**config.mk**
```make
export PLATFORM = sky130hd
export DESIGN_NAME = uct_child_select_top
export DESIGN_NICKNAME = d
export VERILOG_FILES = /design/src/rtl/uct_pkg.sv /design/src/rtl/uct_div.sv /design/src/rtl/uct_ln.sv /design/src/rtl/uct_sqrt.sv /design/src/rtl/uct_child_select_top.sv
export SDC_FILE = /design/constraint.sdc
export NUM_CORES = 2
export LEC_CHECK = 0
export CAP_MARGIN = 25
export CORE_MARGIN = 2
export CORE_UTILIZATION = 60
export CTS_BUF_LIST = sky130_fd_sc_hd__clkbuf_8
export CTS_CLUSTER_DIAMETER = 30
export DETAILED_ROUTE_END_ITERATION = 16
export DONT_BUFFER_PORTS = 1
export GPL_ROUTABILITY_DRIVEN = 0
export GPL_TIMING_DRIVEN = 1
export PLACE_DENSITY = 0.76
export SKIP_CTS_REPAIR_TIMING = 1
export SYNTH_ARGS = -nofsm -noshare
export SYNTH_HDL_FRONTEND = slang
export SYNTH_SLANG_ARGS = --single-unit
```
**constraint.sdc**
```tcl
create_clock -name clk -period 24.4 [get_ports clk]
set_input_delay 4.88 -clock clk [delete_from_list [all_inputs] [get_ports clk]]
set_output_delay 4.88 -clock clk [all_outputs]
set_load 0.02 [all_outputs]
```
**src/rtl/uct_pkg.sv**
```systemverilog
// ----------------------------------------------------------------------------
// uct_pkg
// Shared widths, constants and state types of the UCB1 child selector.
// ----------------------------------------------------------------------------
package uct_pkg;

  localparam int CNT_W        = 20;              // visit and win counts
  localparam int IDX_W        = 8;               // child position
  localparam int SCORE_W      = 24;              // unsigned Q8.16
  localparam int WEIGHT_W     = 16;              // unsigned Q4.12
  localparam int FRAC_W       = 16;              // Q.16 fraction bits
  localparam int WEIGHT_FRAC  = 12;
  localparam int DIV_W        = CNT_W + FRAC_W;  // dividend width
  localparam int ROOT_W       = DIV_W / 2;
  localparam int EXP_W        = $clog2(CNT_W);   // log2 integer part
  localparam int LOG_W        = EXP_W + FRAC_W;
  localparam int MANT_W       = 32;              // Q1.31 mantissa
  localparam int MAX_CHILDREN = 256;
  localparam int CHILD_CNT_W  = $clog2(MAX_CHILDREN + 1);

  localparam logic [SCORE_W-1:0]  SCORE_MAX     = '1;
  localparam logic [FRAC_W-1:0]   LN2_Q16       = 16'd45426;
  localparam logic [WEIGHT_W-1:0] WEIGHT_RESET  = 16'd5793;

  typedef enum logic [2:0] {
    ST_IDLE,
    ST_EXPL,
    ST_RATIO,
    ST_ROOT,
    ST_SUM,
    ST_UPDATE,
    ST_EMIT
  } sel_state_t;

  typedef enum logic [1:0] {
    LN_IDLE,
    LN_NORM,
    LN_SQR,
    LN_SCALE
  } ln_state_t;

endpackage

```
**src/rtl/uct_div.sv**
```systemverilog
// ----------------------------------------------------------------------------
// uct_div
// Restoring divider, one quotient bit per cycle.
// ----------------------------------------------------------------------------
module uct_div (
  input  logic                       clk,
  input  logic                       rst_n,
  input  logic                       start,
  input  logic [uct_pkg::DIV_W-1:0]  dividend,
  input  logic [uct_pkg::CNT_W-1:0]  divisor,
  output logic [uct_pkg::DIV_W-1:0]  quotient,
  output logic                       done
);

  localparam int IT_W = $clog2(uct_pkg::DIV_W + 1);

  logic [uct_pkg::DIV_W-1:0] q_r;
  logic [uct_pkg::CNT_W-1:0] rem_r;
  logic [uct_pkg::CNT_W-1:0] d_r;
  logic [IT_W-1:0]           cnt_r;
  logic                      busy_r;
  logic                      done_r;
  logic [uct_pkg::CNT_W:0]   rem_sh;
  logic [uct_pkg::CNT_W:0]   diff;
  logic                      ge;

  assign rem_sh = {rem_r, q_r[uct_pkg::DIV_W-1]};
  assign ge     = rem_sh >= {1'b0, d_r};
  assign diff   = rem_sh - {1'b0, d_r};

  always_ff @(posedge clk) begin
    if (!rst_n) begin
      busy_r <= 1'b0;
      done_r <= 1'b0;
      cnt_r  <= '0;
    end else if (start) begin
      busy_r <= 1'b1;
      done_r <= 1'b0;
      cnt_r  <= IT_W'(uct_pkg::DIV_W);
    end else if (busy_r) begin
      cnt_r <= cnt_r - 1'b1;
      if (cnt_r == IT_W'(1)) begin
        busy_r <= 1'b0;
        done_r <= 1'b1;
      end
    end
  end

  always_ff @(posedge clk) begin
    if (start) begin
      q_r   <= dividend;
      d_r   <= divisor;
      rem_r <= '0;
    end else if (busy_r) begin
      rem_r <= ge ? diff[uct_pkg::CNT_W-1:0] : rem_sh[uct_pkg::CNT_W-1:0];
      q_r   <= {q_r[uct_pkg::DIV_W-2:0], ge};
    end
  end

  assign quotient = q_r;
  assign done     = done_r;

endmodule

```
**src/rtl/uct_ln.sv**
```systemverilog
// ----------------------------------------------------------------------------
// uct_ln
// Natural log in Q.16: normalize one bit per cycle, then one mantissa
// squaring per fraction bit, then scale by ln 2.
// ----------------------------------------------------------------------------
module uct_ln (
  input  logic                      clk,
  input  logic                      rst_n,
  input  logic                      start,
  input  logic [uct_pkg::CNT_W-1:0] x,
  output logic [uct_pkg::CNT_W-1:0] ln,
  output logic                      done
);

  localparam int SQ_W = $clog2(uct_pkg::FRAC_W + 1);

  uct_pkg::ln_state_t state_r, state_nxt;

  logic [uct_pkg::CNT_W-1:0]   xn_r;
  logic [uct_pkg::EXP_W-1:0]   e_r;
  logic [uct_pkg::MANT_W-1:0]  m_r;
  logic [uct_pkg::FRAC_W-1:0]  frac_r;
  logic [SQ_W-1:0]             cnt_r;
  logic [uct_pkg::CNT_W-1:0]   ln_r;
  logic                        done_r;
  logic [2*uct_pkg::MANT_W-1:0] sq;
  logic [uct_pkg::MANT_W:0]    t;
  logic [uct_pkg::LOG_W+uct_pkg::FRAC_W-1:0] scaled;

  assign sq     = m_r * m_r;
  assign t      = sq[2*uct_pkg::MANT_W-1:uct_pkg::MANT_W-1];
  assign scaled = {e_r, frac_r} * uct_pkg::LN2_Q16;

  always_ff @(posedge clk) begin
    if (!rst_n) state_r <= uct_pkg::LN_IDLE;
    else        state_r <= state_nxt;
  end

  always_comb begin
    state_nxt = state_r;
    unique case (state_r)
      uct_pkg::LN_IDLE:  if (start && x > uct_pkg::CNT_W'(1)) state_nxt = uct_pkg::LN_NORM;
      uct_pkg::LN_NORM:  if (xn_r[uct_pkg::CNT_W-1]) state_nxt = uct_pkg::LN_SQR;
      uct_pkg::LN_SQR:   if (cnt_r == SQ_W'(1)) state_nxt = uct_pkg::LN_SCALE;
      uct_pkg::LN_SCALE: state_nxt = uct_pkg::LN_IDLE;
      default:           state_nxt = uct_pkg::LN_IDLE;
    endcase
  end

  always_ff @(posedge clk) begin
    if (!rst_n) begin
      done_r <= 1'b0;
    end else if (start) begin
      done_r <= !(x > uct_pkg::CNT_W'(1));
    end else if (state_r == uct_pkg::LN_SCALE) begin
      done_r <= 1'b1;
    end
  end

  always_ff @(posedge clk) begin
    case (state_r)
      uct_pkg::LN_IDLE: begin
        if (start) begin
          xn_r   <= x;
          e_r    <= uct_pkg::EXP_W'(uct_pkg::CNT_W - 1);
          frac_r <= '0;
          ln_r   <= '0;
        end
      end
      uct_pkg::LN_NORM: begin
        if (xn_r[uct_pkg::CNT_W-1]) begin
          m_r   <= {xn_r, {(uct_pkg::MANT_W-uct_pkg::CNT_W){1'b0}}};
          cnt_r <= SQ_W'(uct_pkg::FRAC_W);
        end else begin
          xn_r <= {xn_r[uct_pkg::CNT_W-2:0], 1'b0};
          e_r  <= e_r - 1'b1;
        end
      end
      uct_pkg::LN_SQR: begin
        // square in Q1.31, renormalize when it reaches two
        frac_r <= {frac_r[uct_pkg::FRAC_W-2:0], t[uct_pkg::MANT_W]};
        m_r    <= t[uct_pkg::MANT_W] ? t[uct_pkg::MANT_W:1] : t[uct_pkg::MANT_W-1:0];
        cnt_r  <= cnt_r - 1'b1;
      end
      uct_pkg::LN_SCALE: begin
        ln_r <= scaled[uct_pkg::CNT_W+uct_pkg::FRAC_W-1:uct_pkg::FRAC_W];
      end
      default: ;
    endcase
  end

  assign ln   = ln_r;
  assign done = done_r;

endmodule

```
**src/rtl/uct_sqrt.sv**
```systemverilog
// ----------------------------------------------------------------------------
// uct_sqrt
// Integer square root, one radicand digit of two bits per cycle.
// ----------------------------------------------------------------------------
module uct_sqrt (
  input  logic                        clk,
  input  logic                        rst_n,
  input  logic                        start,
  input  logic [uct_pkg::DIV_W-1:0]   radicand,
  output logic [uct_pkg::ROOT_W-1:0]  root,
  output logic                        done
);

  localparam int IT_W  = $clog2(uct_pkg::ROOT_W + 1);
  localparam int REM_W = uct_pkg::ROOT_W + 2;

  logic [uct_pkg::DIV_W-1:0]  rad_r;
  logic [REM_W-1:0]           rem_r;
  logic [uct_pkg::ROOT_W-1:0] root_r;
  logic [IT_W-1:0]            cnt_r;
  logic                       busy_r;
  logic                       done_r;
  logic [REM_W+1:0]           rem_sh;
  logic [REM_W+1:0]           trial;
  logic                       ge;

  assign rem_sh = {rem_r, rad_r[uct_pkg::DIV_W-1 -: 2]};
  assign trial  = {2'b00, root_r, 2'b01};
  assign ge     = rem_sh >= trial;

  always_ff @(posedge clk) begin
    if (!rst_n) begin
      busy_r <= 1'b0;
      done_r <= 1'b0;
      cnt_r  <= '0;
    end else if (start) begin
      busy_r <= 1'b1;
      done_r <= 1'b0;
      cnt_r  <= IT_W'(uct_pkg::ROOT_W);
    end else if (busy_r) begin
      cnt_r <= cnt_r - 1'b1;
      if (cnt_r == IT_W'(1)) begin
        busy_r <= 1'b0;
        done_r <= 1'b1;
      end
    end
  end

  always_ff @(posedge clk) begin
    if (start) begin
      rad_r  <= radicand;
      rem_r  <= '0;
      root_r <= '0;
    end else if (busy_r) begin
      rad_r  <= {rad_r[uct_pkg::DIV_W-3:0], 2'b00};
      rem_r  <= ge ? REM_W'(rem_sh - trial) : rem_sh[REM_W-1:0];
      root_r <= {root_r[uct_pkg::ROOT_W-2:0], ge};
    end
  end

  assign root = root_r;
  assign done = done_r;

endmodule

```
**src/rtl/uct_child_select_top.sv**
```systemverilog
// ----------------------------------------------------------------------------
// uct_child_select_top
// UCB1 child selection: scores a stream of children and reports the first
// child with the highest score when the last child of a node arrives.
// ----------------------------------------------------------------------------
//  channel | direction | handshake           | payload
//  in      | input     | in_valid/in_ready   | parent_visits, child_wins,
//          |           |                     | child_visits, last_child
//  out     | output    | out_valid/out_ready | best_index, best_score
//  cfg     | input     | cfg_wr_en           | cfg_wr_data (explore_weight)
//
//  a new child is accepted only in idle. after acceptance, the win ratio
//  divide runs beside the log unit; then the ln/visits divide reuses the
//  divider and the root runs on the square root unit, both bit-serial;
//  the weighted product is taken when the root is done, then sum and update.
//  an unvisited child or one past the child limit goes straight to update.
//  a last child then goes through emit; reset is synchronous, no clearing pass.
//  a result still waiting on out_ready holds the next node's last child in
//  emit, and the input stalls until the result is taken.
// ----------------------------------------------------------------------------
module uct_child_select_top (
  input  logic                          clk,
  input  logic                          rst_n,
  input  logic                          in_valid,
  output logic                          in_ready,
  input  logic [uct_pkg::CNT_W-1:0]     in_parent_visits,
  input  logic [uct_pkg::CNT_W-1:0]     in_child_wins,
  input  logic [uct_pkg::CNT_W-1:0]     in_child_visits,
  input  logic                          in_last_child,
  output logic                          out_valid,
  input  logic                          out_ready,
  output logic [uct_pkg::IDX_W-1:0]     out_best_index,
  output logic [uct_pkg::SCORE_W-1:0]   out_best_score,
  input  logic                          cfg_wr_en,
  input  logic [uct_pkg::WEIGHT_W-1:0]  cfg_wr_data
);

  localparam int EXPL_W = uct_pkg::ROOT_W + uct_pkg::WEIGHT_W - uct_pkg::WEIGHT_FRAC;

  uct_pkg::sel_state_t state_r, state_nxt;

  logic [uct_pkg::WEIGHT_W-1:0]    weight_r;
  logic [uct_pkg::CNT_W-1:0]       visits_r;
  logic                            last_r;
  logic                            quick_r;
  logic [uct_pkg::DIV_W-1:0]       exploit_r;
  logic [EXPL_W-1:0]               explore_r;
  logic [uct_pkg::SCORE_W-1:0]     score_r;
  logic [uct_pkg::SCORE_W-1:0]     top_score_r;
  logic [uct_pkg::IDX_W-1:0]       top_index_r;
  logic [uct_pkg::CHILD_CNT_W-1:0] child_cnt_r;
  logic                            out_valid_r;
  logic [uct_pkg::IDX_W-1:0]       out_index_r;
  logic [uct_pkg::SCORE_W-1:0]     out_score_r;

  logic                            accept;
  logic                            room;
  logic                            div_start, ln_start, sqrt_start;
  logic [uct_pkg::DIV_W-1:0]       div_dividend;
  logic [uct_pkg::CNT_W-1:0]       div_divisor;
  logic [uct_pkg::DIV_W-1:0]       quotient;
  logic                            div_done, ln_done, sqrt_done;
  logic [uct_pkg::CNT_W-1:0]       ln_val;
  logic [uct_pkg::ROOT_W-1:0]      root;
  logic [uct_pkg::ROOT_W+uct_pkg::WEIGHT_W-1:0] wprod;
  logic [uct_pkg::DIV_W:0]         sum;

  assign in_ready = (state_r == uct_pkg::ST_IDLE);
  assign accept   = in_valid && in_ready;
  assign room     = child_cnt_r < uct_pkg::CHILD_CNT_W'(uct_pkg::MAX_CHILDREN);
  assign wprod    = weight_r * root;
  assign sum      = {1'b0, exploit_r} + (uct_pkg::DIV_W + 1)'(explore_r);

  uct_div u_div (
    .clk(clk), .rst_n(rst_n), .start(div_start), .dividend(div_dividend),
    .divisor(div_divisor), .quotient(quotient), .done(div_done)
  );

  uct_ln u_ln (
    .clk(clk), .rst_n(rst_n), .start(ln_start), .x(in_parent_visits),
    .ln(ln_val), .done(ln_done)
  );

  uct_sqrt u_sqrt (
    .clk(clk), .rst_n(rst_n), .start(sqrt_start),
    .radicand({quotient[uct_pkg::CNT_W-1:0], {uct_pkg::FRAC_W{1'b0}}}),
    .root(root), .done(sqrt_done)
  );

  always_ff @(posedge clk) begin
    if (!rst_n) state_r <= uct_pkg::ST_IDLE;
    else        state_r <= state_nxt;
  end

  always_comb begin
    state_nxt    = state_r;
    div_start    = 1'b0;
    ln_start     = 1'b0;
    sqrt_start   = 1'b0;
    div_dividend = {in_child_wins, {uct_pkg::FRAC_W{1'b0}}};
    div_divisor  = in_child_visits;
    unique case (state_r)
      uct_pkg::ST_IDLE: begin
        if (accept) begin
          if (!room || in_child_visits == '0) begin
            state_nxt = uct_pkg::ST_UPDATE;
          end else begin
            div_start = 1'b1;
            ln_start  = 1'b1;
            state_nxt = uct_pkg::ST_EXPL;
          end
        end
      end
      uct_pkg::ST_EXPL: begin
        div_dividend = {{uct_pkg::FRAC_W{1'b0}}, ln_val};
        div_divisor  = visits_r;
        if (div_done && ln_done) begin
          div_start = 1'b1;
          state_nxt = uct_pkg::ST_RATIO;
        end
      end
      uct_pkg::ST_RATIO: begin
        if (div_done) begin
          sqrt_start = 1'b1;
          state_nxt  = uct_pkg::ST_ROOT;
        end
      end
      uct_pkg::ST_ROOT:   if (sqrt_done) state_nxt = uct_pkg::ST_SUM;
      uct_pkg::ST_SUM:    state_nxt = uct_pkg::ST_UPDATE;
      uct_pkg::ST_UPDATE: state_nxt = last_r ? uct_pkg::ST_EMIT : uct_pkg::ST_IDLE;
      uct_pkg::ST_EMIT:   if (!out_valid_r || out_ready) state_nxt = uct_pkg::ST_IDLE;
      default:            state_nxt = uct_pkg::ST_IDLE;
    endcase
  end

  always_ff @(posedge clk) begin
    if (!rst_n) weight_r <= uct_pkg::WEIGHT_RESET;
    else if (cfg_wr_en) weight_r <= cfg_wr_data;
  end

  // datapath for one child
  always_ff @(posedge clk) begin
    if (accept) begin
      visits_r <= in_child_visits;
      last_r   <= in_last_child;
      quick_r  <= !room;
      score_r  <= uct_pkg::SCORE_MAX;
    end
    if (state_r == uct_pkg::ST_EXPL && div_done && ln_done) exploit_r <= quotient;
    if (state_r == uct_pkg::ST_ROOT && sqrt_done)
      explore_r <= wprod[uct_pkg::ROOT_W+uct_pkg::WEIGHT_W-1:uct_pkg::WEIGHT_FRAC];
    if (state_r == uct_pkg::ST_SUM)
      score_r <= (|sum[uct_pkg::DIV_W:uct_pkg::SCORE_W]) ? uct_pkg::SCORE_MAX
                                                          : sum[uct_pkg::SCORE_W-1:0];
  end

  // running best and result register
  always_ff @(posedge clk) begin
    if (!rst_n) begin
      top_score_r <= '0;
      top_index_r <= '0;
      child_cnt_r <= '0;
      out_valid_r <= 1'b0;
    end else begin
      if (state_r == uct_pkg::ST_UPDATE && !quick_r) begin
        if (child_cnt_r == '0 || score_r > top_score_r) begin
          top_score_r <= score_r;
          top_index_r <= child_cnt_r[uct_pkg::IDX_W-1:0];
        end
        child_cnt_r <= child_cnt_r + 1'b1;
      end
      if (state_r == uct_pkg::ST_EMIT && (!out_valid_r || out_ready)) begin
        out_valid_r <= 1'b1;
        out_index_r <= top_index_r;
        out_score_r <= top_score_r;
        top_score_r <= '0;
        top_index_r <= '0;
        child_cnt_r <= '0;
      end else if (out_valid_r && out_ready) begin
        out_valid_r <= 1'b0;
      end
    end
  end

  assign out_valid      = out_valid_r;
  assign out_best_index = out_index_r;
  assign out_best_score = out_score_r;

`ifndef SYNTH
  a_cnt_limit: assert property (@(posedge clk) disable iff (!rst_n)
    child_cnt_r <= uct_pkg::CHILD_CNT_W'(uct_pkg::MAX_CHILDREN))
    else $error("child count past limit");

  a_unvisited_fast: assert property (@(posedge clk) disable iff (!rst_n)
    accept && in_child_visits == '0 |=> state_r == uct_pkg::ST_UPDATE)
    else $error("unvisited child not taken on the short path");

  a_emit_source: assert property (@(posedge clk) disable iff (!rst_n)
    $rose(out_valid_r) |-> $past(state_r == uct_pkg::ST_EMIT))
    else $error("result raised outside emit");

  a_clear_after_emit: assert property (@(posedge clk) disable iff (!rst_n)
    state_r == uct_pkg::ST_EMIT && state_nxt == uct_pkg::ST_IDLE |=> child_cnt_r == '0)
    else $error("node state not cleared after result");
`endif

endmodule

```
---- Word level (Yosys, flattened, before mapping) ----
Index checks and enable logic that the tools add are counted.
cells by class
  add/sub/neg operators ................... 8
  $mul .................................... 3
  magnitude comparators ................... 5
  equal/unequal tests ..................... 22
  muxes and demuxes ....................... 59
  bitwise gates (word level) .............. 1
  reduce and logical (&&, ||, !) cells .... 44
operator list
  kind                                                  count
  2-to-1 mux 36 bit                                     5
  2-to-1 mux 20 bit                                     6
  one-hot mux 20 bit (2 select lines)                   2
  2-to-1 mux 24 bit                                     3
  multiplier 32 x 32 -> 64 bit                          1
  2-to-1 mux 32 bit                                     2
  one-hot mux 32 bit (2 select lines)                   1
  subtractor 20 bit                                     2
  adder 36 x 22 -> 37 bit                               1
  multiplier 21 x 15 -> 35 bit (second input constant)  1
  multiplier 16 x 18 -> 34 bit                          1
  one-hot mux 16 bit (2 select lines)                   1
  2-to-1 mux 5 bit                                      5
  > comparator 24 bit                                   1
  >= comparator 22 x 20 -> 1 bit                        1
  >= comparator 21 x 20 -> 1 bit                        1
  2-to-1 mux 3 bit                                      7
  one-hot mux 3 bit (7 select lines)                    1
  > comparator 20 x 1 -> 1 bit (second input constant)  1
  logical NOT 20 bit                                    1
  one-hot mux 5 bit (2 select lines)                    2
  nonzero test 2 bit                                    9
  2-to-1 mux 1 bit                                      16
  2-to-1 mux 16 bit                                     1
  other kinds (29)                                      70
word-level totals
  bits in registers ....................... 447
  word-level logic and storage cells ...... 179

---- Depth between registers and ports, before layout ----
  word-level depth ........................ 9
  gate-level depth with buffers ........... 34
  depth with buffers taken out ............ 30

---- By module ----
Synthesis repeated with hierarchy kept, for this count alone.
second synthesis, totals
  cells, all modules ...................... 6725
  area total of the unflattened synthesis .. 66382.4 um^2
modules (own cells, without submodules)
  module                times used  cells each  area an instance (um^2)  sequential area each (um^2)
  uct_ln                1           4013        38675.8                  3002.9
  uct_child_select_top  1           1832        18534.0                  5305.1
  uct_sqrt              1           457         4613.2                   1981.9
  uct_div               1           423         4559.4                   2242.2

---- Worst setup path after synthesis ----
Ideal clock, no wire load.
  kind .................................... register to register
  start point ............................. reg u_ln.m_r[2] in the netlist's numbering
  end point ............................... reg u_ln.m_r[29] in the netlist's numbering (data pin)
  library setup time ...................... 0.270 ns
  arrival ................................. 7.711 ns
  data required time ...................... 24.130 ns
  slack ................................... 16.419 ns
  cell stages (with the launch flop) ...... 31
  path through ............................ edfxtp_1 -> clkbuf_1 -> buf_1 -> nand2_1 -> fa_1 -> inv_1 -> fa_1 -> inv_1 -> fa_1 -> fa_1 -> inv_1 -> fa_1 -> inv_1 -> fa_1 -> inv_1 -> fa_1 -> inv_1 -> fa_1 -> inv_1 -> ha_1 -> and3_1 -> nand3_1 -> or4_1 -> a21oi_1 -> o311ai_0 -> a211o_1 -> a21oi_1 -> a221oi_1 -> xnor2_1 -> mux2i_1 -> a21oi_1
between the ends
  word-level cells in the longest chain between the ends .. 3
RTL lines
  item                                 line          text
  start, declared                      uct_ln.sv:21  logic [uct_pkg::MANT_W-1:0] m_r;
  start signal, assigned               uct_ln.sv:72  m_r <= {xn_r, {(uct_pkg::MANT_W-uct_pkg::CNT_W){1'b0}}};
  start signal, assigned               uct_ln.sv:82  m_r <= t[uct_pkg::MANT_W] ? t[uct_pkg::MANT_W:1] : t[uct_pkg::MANT_W-1:0];
  multiplier 32 x 32 -> 64 bit         uct_ln.sv:30  assign sq = m_r * m_r;
  2-to-1 mux 32 bit                    uct_ln.sv:82
  one-hot mux 32 bit (2 select lines)  uct_ln.sv:61  case (state_r)
Every way passes these cells.
A chain may end at the register's enable or synchronous reset.

---- Final worst setup path ----
  start point ............................. reg u_ln.m_r[27] in the netlist's numbering
  end point ............................... reg u_ln.m_r[24] in the netlist's numbering (data pin)
The elaborated chain is that of the path after synthesis.

==> results.md <==
* Worst-margin pin slew at approximately 1100 ps
* R2R Setup Slk at ~15000 ps
* Area contributors post-synth: fa_1 (35%), edfxtp_1 (14%), ha_1 (12%)
* Met2 Wirelength at roughly 70000 um
* Family with the most delay on the worst path: adder cells
* I/O pin cnt at ~120
* R2R Path End: u_ln.m_r[24]
* Post-synth EDFFs at 310
* Minimum clock period at 9580 ps
* Final worst slack at between 10000 and 15000 ps
* TritonRoute pass-1 iters at 8
* Most common cell after layout, fill and taps aside: inv_1
* Total Routing Usage GR at 28.0%
* Kind of end point of the critical path: flop
* Met3 WL at 12400 um
* Drt initial violations at 3105
* Via count at 44700
* Setup WS pre-CTS at 15000 ps
* Floorplan row count at 120
* Crit path max fanout at 38
* Highest clock rate at 104 MHz
* IO Port Bufs at 0
* Htree depth at 3
* CP max stage cell: edfxtp_1
* CTS tree: built
* Core Footprint at approximately 110000 um^2
* Area grow syn2layout at 5.34%
* Syn. warnings at 0
* Worst-Skew Late Latency at 740 ps
* Post-DP HPWL at 116000 um
* Worst Hold Launch: top_index_r[3]
* Async set-or-reset flop fraction in the synthesized netlist at 0%
* Clock tree buffer depth at 3
* Fillers at 8536
* Critical path class: flop to flop
* First-pass GRT wire length at 247000 um
* CTS buffer count at 87
* Cell area after synthesis at roughly 64000 um^2
* Critical path, cell by cell: buf_4, and2_1, fa_1, fa_1, inv_1, fa_1, fa_1, inv_1, fa_1, fa_1, fa_1, fa_1, ha_1, a21o_1, o21bai_1, nor4_1, nand4_1, o21ba_2, o211ai_1, a2111oi_0, a311oi_4, buf_4, nor2_1, a221o_1
* Avg Vias per Cell at 5.56
* Total wire length at 149000 um
* Sequential fraction of the synthesis area at 18.8%
* Synth area leader: fa_1
* Die Width at approximately 330 um
* Drt wl/cell at roughly 19 um
* Max-cap viol count at 0
* Wl on met1 at 61700 um
* Yosys top cell area share at 34.8%
* Clk slew on worst S/H paths at 60 ps
* Share of cells above drive strength 1 at under 10%
* DRC viols at 0
* Highest metal used: met4
* Netlist cell types at 75
* Clock Sinks at 447
* Antenna violations before repair at 3
* Initial core utilization at 60.3%
* Final Max Slew Viols at 0
* Final Skew at 80.0 ps
* Worst path max stage delay at around 780 ps
* Synth Register Bits at 447
* Period utilization at approximately 39%
* CTS root buffer: clkbuf_8
* Slew HR at 26.6%
* Syn Area/Cell at 9.66 um^2
* Gr ovfl total at 0
* Vias in the first global route at 48000
* Reg2reg path depth at 24
* Outcome: finished, final reports clean
* Die ar. at 110000 um^2
* Crit path buffers/inverters at 4
* Critical path required time at around 25000 ps
* Net count after synthesis at 8489
* Setup Viol. Count Final at 0
* Crit-path most repeated cell: fa_1
* Critical Path AT at between 10000 and 15000 ps
* Hold EP: out_best_index[3]
* Die H at 331 um
* Synth Instances at 6653
* RSZ-0062 raised after global routing: false
* Tightest Hold Check Type: flop to flop
* Setup crit start kind: flop
* Worst r2r src: u_ln.m_r[27]
* Largest net degree at the start of global routing at 67
* Most frequent cells in the layout: inv_1 (1576), fa_1 (1116), nand2_1 (716)
* Hold Violations, Final at 0
* Setup Total Neg Slack at 0 ps
* Final Net Count at 8385
* Hold path cells at 0
* Final ANT Viol Nets at 0
* Ys flop type: edfxtp_1
==> worst max-delay path by stage <==
| stage | from | to | slack, ps | cells after the start |
|---|---|---|---|---|
| 2_1_floorplan | u_ln.m_r[2] | u_ln.m_r[29] | 16420 | 30 |
| 3_3_place_gp | u_ln.m_r[25] | u_ln.m_r[24] | 15140 | 24 |
| 3_5_place_dp | u_ln.m_r[27] | u_ln.m_r[24] | 15000 | 24 |
| 4_1_cts | u_ln.m_r[27] | u_ln.m_r[24] | 14980 | 24 |
| 5_1_grt | u_ln.m_r[11] | u_ln.m_r[24] | 14530 | 28 |
| 6_report | u_ln.m_r[27] | u_ln.m_r[24] | 14820 | 24 |
==> kinds of logic (layout without fill, tap and decap cells) <==
kind of cell	count (synthesis)	in the layout	share of synthesized area (%)
AOI/OAI and AO/OA	662	662	6.52
xor gates and xnor gates	186	186	2.54
other	0	2	0
adders and majority gates	1754	1754	47.2
buffers and inverters	1819	1790	10.7
muxes	130	130	2.07
DFF	447	447	18.8
and+or+nand+nor	1655	1655	12.2
==> routing by layer <==
| metal | up-vias | track usage [%] |
|---|---|---|
| met3 | 294 | 5.74 |
| li1 | 20400 | - |
| met2 | 1582 | 46.4 |
| met1 | 22400 | 37.8 |
| met5 | - | 0 |
| met4 | 0 | 7.09 |
==> area by class of cell <==
class	instances	area (um^2)	share of cell area, %
clock buffers	95	1310	1.93
inverters	1560	5860	8.65
diodes	2	5.00	0.00740
flip-flops and latches	447	12100	17.8
multi-input cells	4387	45400	67.1
repair buffers	66	619	0.915
clock inverters	69	673	0.995
well taps	1403	1760	2.59
==> through the flow <==
| stage | util, % | hold WS, ps | cell area [um^2] | cells |
|---|---|---|---|---|
| CTS | 63.4 | 438 | 67500 | 8021 |
| detailed placement | 61.5 | 422 | 65600 | 7857 |
| floorplan | - | 408 | 64200 | 6653 |
| finish | 63.5 | 434 | 67700 | 8029 |
| global placement | 61.4 | 418 | 65500 | 7853 |
| global route | 63.5 | 450 | 67700 | 8028 |
==> synth_stat cells (5+ instances only) <==
cell type and number:
inv_1 1558, fa_1 1116, nand2_1 716, ha_1 638
and2_1 362, edfxtp_1 310, nor2_1 261, clkbuf_1 238
a21oi_1 188, o21ai_0 163, dfxtp_1 137, mux2i_1 107
xnor2_1 107, a21o_1 93, xor2_1 79, nand3_1 65
nor2b_1 48, nand4_1 38, nor3_1 35, a31oi_1 32
and3_1 30, mux2_2 23, nand2b_1 22, a211oi_1 21
o21bai_1 20, nand3b_1 18, o21a_1 18, nor4_1 15
a21boi_0 14, or2_2 14, a31o_2 12, o211ai_1 12
or3_1 12, buf_1 11, buf_2 8, o31ai_1 8
a41oi_1 7, nor4b_1 6, o31a_1 6, o41ai_1 6
and4_1 5, o2111ai_1 5, o21ai_1 5
==> state kept, by name (all words and copies together), names as in the netlist, 20 cells and up <==
register        cells
exploit_r          36
explore_r          22
out_best_score     24
score_r            24
top_score_r        24
u_div.d_r          20
u_div.quotient     36
u_div.rem_r        20
u_ln.ln            20
u_ln.m_r           32
u_ln.xn_r          20
u_sqrt.rad_r       20
u_sqrt.rem_r       20
visits_r           20
Power is left out: the tool's default activity adds up to more than one toggle a clock period on the data nets, which glitch-free logic cannot reach.
